[src/rtl/b2da_pkg.sv]
`timescale 1ns / 1ps

package b2da_pkg;

   localparam int INPUT_WIDTH = 32;
   // decimal digits needed for 2^INPUT_WIDTH - 1: ceil(INPUT_WIDTH * log10(2))
   localparam int NUM_DIGITS  = (INPUT_WIDTH * 30103 + 99999) / 100000;
   localparam int BIT_CNT_W   = $clog2(INPUT_WIDTH);
   localparam int DIG_CNT_W   = $clog2(NUM_DIGITS + 1);

   localparam logic [5:0] ASCII_ZERO = 6'd48;

   typedef logic [3:0] bcd_digit_type;

   typedef struct packed {
      logic clear;
      logic bin_shift;
      logic dig_shift;
   } cell_ctrl_type;

   typedef enum logic [1:0] {
      ST_IDLE,
      ST_CONVERT,
      ST_SKIP,
      ST_EMIT
   } state_type;

endpackage

[src/rtl/binary_to_decimal_ascii.sv]
`timescale 1ns / 1ps

// binary_to_decimal_ascii
// Converts an unsigned binary value to decimal ASCII digits, most significant
// digit first, leading zeros dropped (zero gives a single '0').
// Input: an item is taken when start is high and busy is low; req_value is
// sampled at that edge. busy stays high until the last digit has gone out.
// Output: each digit is on rsp_digit_char for one cycle with rsp_strobe high;
// rsp_last_digit marks the least significant digit. The receiver cannot
// stall; digits come in consecutive cycles.
// Operation: a row of NUM_DIGITS BCD cells (10 at 32 bits) takes one input
// bit per cycle until all INPUT_WIDTH bits are in. The row then shifts one
// digit per cycle toward the top cell: leading zeros are dropped one a cycle,
// a settling step follows, then one digit is emitted per cycle.
// Reset (synchronous, active high) returns the controller to idle; any item
// in progress is dropped.
module binary_to_decimal_ascii
   import b2da_pkg::*;
(
   input  logic                   clock,
   input  logic                   reset,
   input  logic                   start,
   output logic                   busy,
   input  logic [INPUT_WIDTH-1:0] req_value,
   output logic                   rsp_strobe,
   output logic [5:0]             rsp_digit_char,
   output logic                   rsp_last_digit
);

   state_type              state_ff, state_in;
   logic [INPUT_WIDTH-1:0] value_ff, value_in;
   logic [BIT_CNT_W-1:0]   bit_cnt_ff, bit_cnt_in;
   logic [DIG_CNT_W-1:0]   dig_cnt_ff, dig_cnt_in;
   cell_ctrl_type          ctrl;

   logic          carry [NUM_DIGITS+1];
   bcd_digit_type digit [NUM_DIGITS+1];
   bcd_digit_type top_digit;

   assign carry[0] = value_ff[INPUT_WIDTH-1];
   assign digit[0] = '0;
   assign top_digit = digit[NUM_DIGITS];

   for (genvar i = 0; i < NUM_DIGITS; i++) begin : g_cell
      b2da_cell u_cell (
         .clock     (clock),
         .ctrl      (ctrl),
         .carry_in  (carry[i]),
         .carry_out (carry[i+1]),
         .digit_in  (digit[i]),
         .digit_out (digit[i+1])
      );
   end

   always_comb begin
      state_in   = state_ff;
      value_in   = value_ff;
      bit_cnt_in = bit_cnt_ff;
      dig_cnt_in = dig_cnt_ff;
      ctrl       = '0;
      unique case (state_ff)
         ST_IDLE: begin
            if (start) begin
               value_in   = req_value;
               bit_cnt_in = '0;
               dig_cnt_in = DIG_CNT_W'(NUM_DIGITS);
               ctrl.clear = 1'b1;
               state_in   = ST_CONVERT;
            end
         end
         ST_CONVERT: begin
            ctrl.bin_shift = 1'b1;
            value_in       = {value_ff[INPUT_WIDTH-2:0], 1'b0};
            bit_cnt_in     = BIT_CNT_W'(bit_cnt_ff + 1'b1);
            if (bit_cnt_ff == BIT_CNT_W'(INPUT_WIDTH - 1)) begin
               state_in = ST_SKIP;
            end
         end
         ST_SKIP: begin
            if (top_digit == '0 && dig_cnt_ff != DIG_CNT_W'(1)) begin
               ctrl.dig_shift = 1'b1;
               dig_cnt_in     = DIG_CNT_W'(dig_cnt_ff - 1'b1);
            end else begin
               state_in = ST_EMIT;
            end
         end
         ST_EMIT: begin
            ctrl.dig_shift = 1'b1;
            dig_cnt_in     = DIG_CNT_W'(dig_cnt_ff - 1'b1);
            if (dig_cnt_ff == DIG_CNT_W'(1)) begin
               state_in = ST_IDLE;
            end
         end
         default: state_in = ST_IDLE;
      endcase
   end

   always_ff @(posedge clock) begin
      if (reset) begin
         state_ff <= ST_IDLE;
      end else begin
         state_ff <= state_in;
      end
   end

   always_ff @(posedge clock) begin
      value_ff   <= value_in;
      bit_cnt_ff <= bit_cnt_in;
      dig_cnt_ff <= dig_cnt_in;
   end

   assign busy           = (state_ff != ST_IDLE);
   assign rsp_strobe     = (state_ff == ST_EMIT);
   assign rsp_digit_char = 6'(ASCII_ZERO + {2'b00, top_digit});
   assign rsp_last_digit = rsp_strobe && (dig_cnt_ff == DIG_CNT_W'(1));

`ifndef SYNTH
   a_last_ends_run: assert property (@(posedge clock) disable iff (reset)
      rsp_strobe && rsp_last_digit |=> !busy)
      else $error("busy still high after last digit");

   a_no_leading_zero: assert property (@(posedge clock) disable iff (reset)
      $rose(rsp_strobe) && !rsp_last_digit |-> rsp_digit_char != ASCII_ZERO)
      else $error("leading zero emitted");

   a_no_overflow: assert property (@(posedge clock) disable iff (reset)
      state_ff == ST_CONVERT |-> !carry[NUM_DIGITS])
      else $error("BCD row overflow");

   a_digit_range: assert property (@(posedge clock) disable iff (reset)
      rsp_strobe |-> top_digit <= 4'd9)
      else $error("digit out of range");
`endif

endmodule

[src/rtl/b2da_cell.sv]
`timescale 1ns / 1ps

module b2da_cell
   import b2da_pkg::*;
(
   input  logic          clock,
   input  cell_ctrl_type ctrl,
   input  logic          carry_in,
   output logic          carry_out,
   input  bcd_digit_type digit_in,
   output bcd_digit_type digit_out
);

   bcd_digit_type digit_ff;
   bcd_digit_type digit_in_next;
   bcd_digit_type adj;

   // add-3 correction before the shift
   assign adj       = (digit_ff > 4'd4) ? 4'(digit_ff + 4'd3) : digit_ff;
   assign carry_out = adj[3];
   assign digit_out = digit_ff;

   always_comb begin
      digit_in_next = digit_ff;
      if (ctrl.clear) begin
         digit_in_next = '0;
      end else if (ctrl.bin_shift) begin
         digit_in_next = {adj[2:0], carry_in};
      end else if (ctrl.dig_shift) begin
         digit_in_next = digit_in;
      end
   end

   always_ff @(posedge clock) begin
      digit_ff <= digit_in_next;
   end

endmodule
[config.mk]
export PLATFORM = sky130hd
export DESIGN_NAME = binary_to_decimal_ascii
export DESIGN_NICKNAME = d
export VERILOG_FILES = /design/src/rtl/b2da_pkg.sv /design/src/rtl/binary_to_decimal_ascii.sv /design/src/rtl/b2da_cell.sv
export SDC_FILE = /design/constraint.sdc
export NUM_CORES = 1
export LEC_CHECK = 0
export BUFFER_PORTS_ARGS = -buffer_cell sky130_fd_sc_hd__clkbuf_2
export CAP_MARGIN = 20
export CORE_MARGIN = 5
export CORE_UTILIZATION = 65
export DETAILED_ROUTE_END_ITERATION = 16
export GPL_TIMING_DRIVEN = 0
export PLACE_DENSITY_LB_ADDON = 0.2
export SLEW_MARGIN = 10
export SYNTH_ARGS = -nofsm -noshare
export SYNTH_HDL_FRONTEND = slang
export SYNTH_SLANG_ARGS = --single-unit
[constraint.sdc]
create_clock -name clock -period 10.1 [get_ports clock]
set_input_delay 1.01 -clock clock [delete_from_list [all_inputs] [get_ports clock]]
set_output_delay 1.01 -clock clock [all_outputs]
set_load 0.01 [all_outputs]
==> results.md <==
* Outcome: finished, final reports clean
* Area of the die at 9756 um^2
* FF-to-FF setup slack at 7.55 ns
* Synth cell types at 47
* Leading area contributor after synthesis: edfxtp_1
* Initial antenna violation count at 0
* # nets final at 629
* Cell area after layout at 5675 um^2
* Synthesis-stage register bit count at 83
* Met3 Track Usage GR at 0.03751
* GR Util All Layers at 0.2494
* Iter 0 DRT Violations at 324
* Wire length of the first global-routing pass at 19.57 mm
* CTS resizes at 0
* Worst hold-check path type: flop to flop
* IO Pins at 44
* Synthesized instance count at 512
* Number of diodes at 0
* Pins Over Slew Limit at 0
* Clk slew on worst S/H paths at 0.09 ns
* Via count at 4198
* Worst flop-to-flop path startpoint: state_ff[1]
* Share of cells above drive strength 1 at 0.2539
* Power Total at 1.948 mW
* # hold bufs at CTS at 0
* Worst Tran Pin Value at 0.7604 ns
* Average wire per standard cell at 17.89 um
* Worst Path Class, Setup: flop to output pin
* DRC viols at 0
* Leakage at 2.198 nW
* Top-count cell post-synth: dfxtp_1
* Clk sinks at 83
* Post-Route Utilization at 0.7383
* Antenna-violating nets left at 0
* Max Freq at 389.0 MHz
* Cells after DPL at 657
* Clock Latency Late Sink at 0.36 ns
* Avg Inst Size Synth at 10.00 um^2
* Top cell family by delay on the critical path: simple AND/OR/NAND/NOR gates
* Pin count of the biggest net entering global routing at 28
* Critical Path RT at 9.09 ns
* Worst R2R Path Depth at 6
* CP Launch Type: flop
* Clock buffer count from CTS at 9
* Vias in the first global route at 4107
* Number of enable flip-flop cells after synthesis at 41
* Final period util at 0.2545
* Minimum clock period at 2.571 ns
* Cell Rows at 32
* Data arrival, critical path at 1.56 ns
* CTS tree: yes
* Max clock buf depth at 2
* Setup TNS at 0 ns
* Fin. Hold Viols at 0
* Multi-input gate area at 2724 um^2
* Worst vdd ir at 0.1713 mV
* CP Depth at 5
* Layout Area Growth over Synthesis at 10.80%
* Worst-path fanout max at 4
* Die Ht at 98.77 um
* CTS H-tree lvls at 3
* Slowest CP cell: edfxtp_1
* Register area at 2072 um^2
* Sequential area share after synthesis at 0.4045
* Final WL at 12.04 mm
* Power Density at 343.2 nW/um^2
* Yosys warns at 0
* Unrepaired setup endpoints after global routing: no
* Gpl congestion at 0.9164
* Postcts setup bufs at 0
* Reg2reg end: value_ff[24]
* Detailed placement HPWL at 8.613 mm
* Post-synth ARST share at 0
* Core Area at 7687 um^2
* Routing usage on met2 at 0.4189
* Crit path cell chain: inv_1, ha_1, nor3b_4, and2_1, clkbuf_2
* Final Non-Filler Cells at 673
* Setup crit start: dig_cnt_ff[1]
* # setup viols final at 0
* Placed cell area at 5498 um^2
* Initial DRT Pass Iterations at 5
* Max Clock Skew at 0.007096 ns
* Largest stage delay on the critical path at 0.39 ns
* Root buffer cell: clkbuf_8
* M1 GR Usage at 0.3260
* Via/cell ratio at 6.238
* WP buf/inv at 2
* Top FF cell, synth: dfxtp_1
* Synth area leaders: edfxtp_1 (24%), dfxtp_1 (16%), ha_1 (6.8%)
* Critical Path End Type: output pin
* Die width at 98.77 um
* Max Cap Viol at 0
* Syn Std Cell Area at 5122 um^2
* Starting Density at 0.6663
* IO Port Bufs at 41
* Post-synth top area share at 0.2404
* GRT busiest layer: met2
* Capture point of the worst path: rsp_last_digit
* Max-slew headroom at 0.4931
* Number of fillers in the final layout at 552
* Commonest cells post-synth: dfxtp_1 (42), edfxtp_1 (41), o21ai_0 (41)
* Total grt overflow at 0
## layout make-up
cell class                 count  share of cell area
clock buffer                  10             0.02249
timing repair buffer          42             0.04101
multi-input combinational    357              0.4799
inverter                      37             0.02447
buffer                        36             0.03571
sequential                    83              0.3651
tap                          102             0.02249
clock inverter                 6            0.008818
## sequential cells by signal, indices dropped and copies added (netlist names)
register                 cells
bit_cnt_ff                   5
dig_cnt_ff                   4
g_cell.u_cell.digit_out     40
state_ff                     2
value_ff                    32
## metrics by stage
stage / hold WS (ns) / worst slack, ns
after CTS: 0.5030 / 7.514
after floorplan: 0.4542 / 6.071
final: 0.5046 / 7.529
after global routing: 0.5413 / 7.428
after global placement: 0.4743 / 4.977
after detailed placement: 0.4928 / 7.292
## tightest hold or removal path: stages, from the launching register on
cell     delay [ns]
dfxtp_1        0.34
nand2_1        0.07
mux2i_1        0.05
## kinds of logic after synthesis
family,Yosys count,synth area share
fa+ha+maj,28,0.06839
buf+inv,73,0.06668
flops,83,0.4045
xor+xnor,5,0.008549
other cells,1,0.0007321
mux,42,0.08964
compound gates,162,0.2328
simple gates,118,0.1287
## cells in the final DEF, fill, tap and decap left out, types with 13 or more instances in the layout
master | synthesis | final
a211oi_2 | 20 | 20
a21oi_1 | 33 | 33
a31oi_1 | 25 | 25
clkbuf_1 | 12 | 13
clkbuf_2 | 0 | 41
dfxtp_1 | 42 | 42
edfxtp_1 | 41 | 41
ha_1 | 28 | 28
inv_1 | 33 | 33
mux2_2 | 31 | 31
nand2_1 | 15 | 15
nand3_1 | 14 | 14
nor2_1 | 23 | 23
nor2b_1 | 28 | 28
o21ai_0 | 41 | 40
## per-layer routing
| layer | up-vias | routed length, um | share of wire |
|---|---|---|---|
| met3 | 26 | 727 | 0.060 |
| li1 | 1997 | - | - |
| met4 | 0 | 237 | 0.020 |
| met1 | 2004 | 5271 | 0.44 |
| met2 | 171 | 5801 | 0.48 |
| met5 | - | 0 | 0 |
## worst min-delay path by stage
stage / to / depth (start not counted) / from
floorplan: g_cell[0].u_cell.digit_out[0] / 2 / g_cell[0].u_cell.digit_out[0]
global placement: g_cell[0].u_cell.digit_out[0] / 2 / g_cell[0].u_cell.digit_out[0]
detailed placement: g_cell[0].u_cell.digit_out[0] / 2 / g_cell[0].u_cell.digit_out[0]
CTS: g_cell[0].u_cell.digit_out[0] / 2 / g_cell[0].u_cell.digit_out[0]
global route: g_cell[9].u_cell.digit_out[3] / 2 / g_cell[9].u_cell.digit_out[3]
finish: g_cell[0].u_cell.digit_out[0] / 2 / g_cell[0].u_cell.digit_out[0]
## where the power goes
| part | switching, mW | leakage [nW] | internal (mW) |
|---|---|---|---|
| Clock | 0.132 | 0.0835 | 0.0920 |
| Combinational | 0.634 | 1.38 | 0.446 |
| Sequential | 0.107 | 0.740 | 0.536 |
Note: power is estimated with default switching activity, not from simulation.
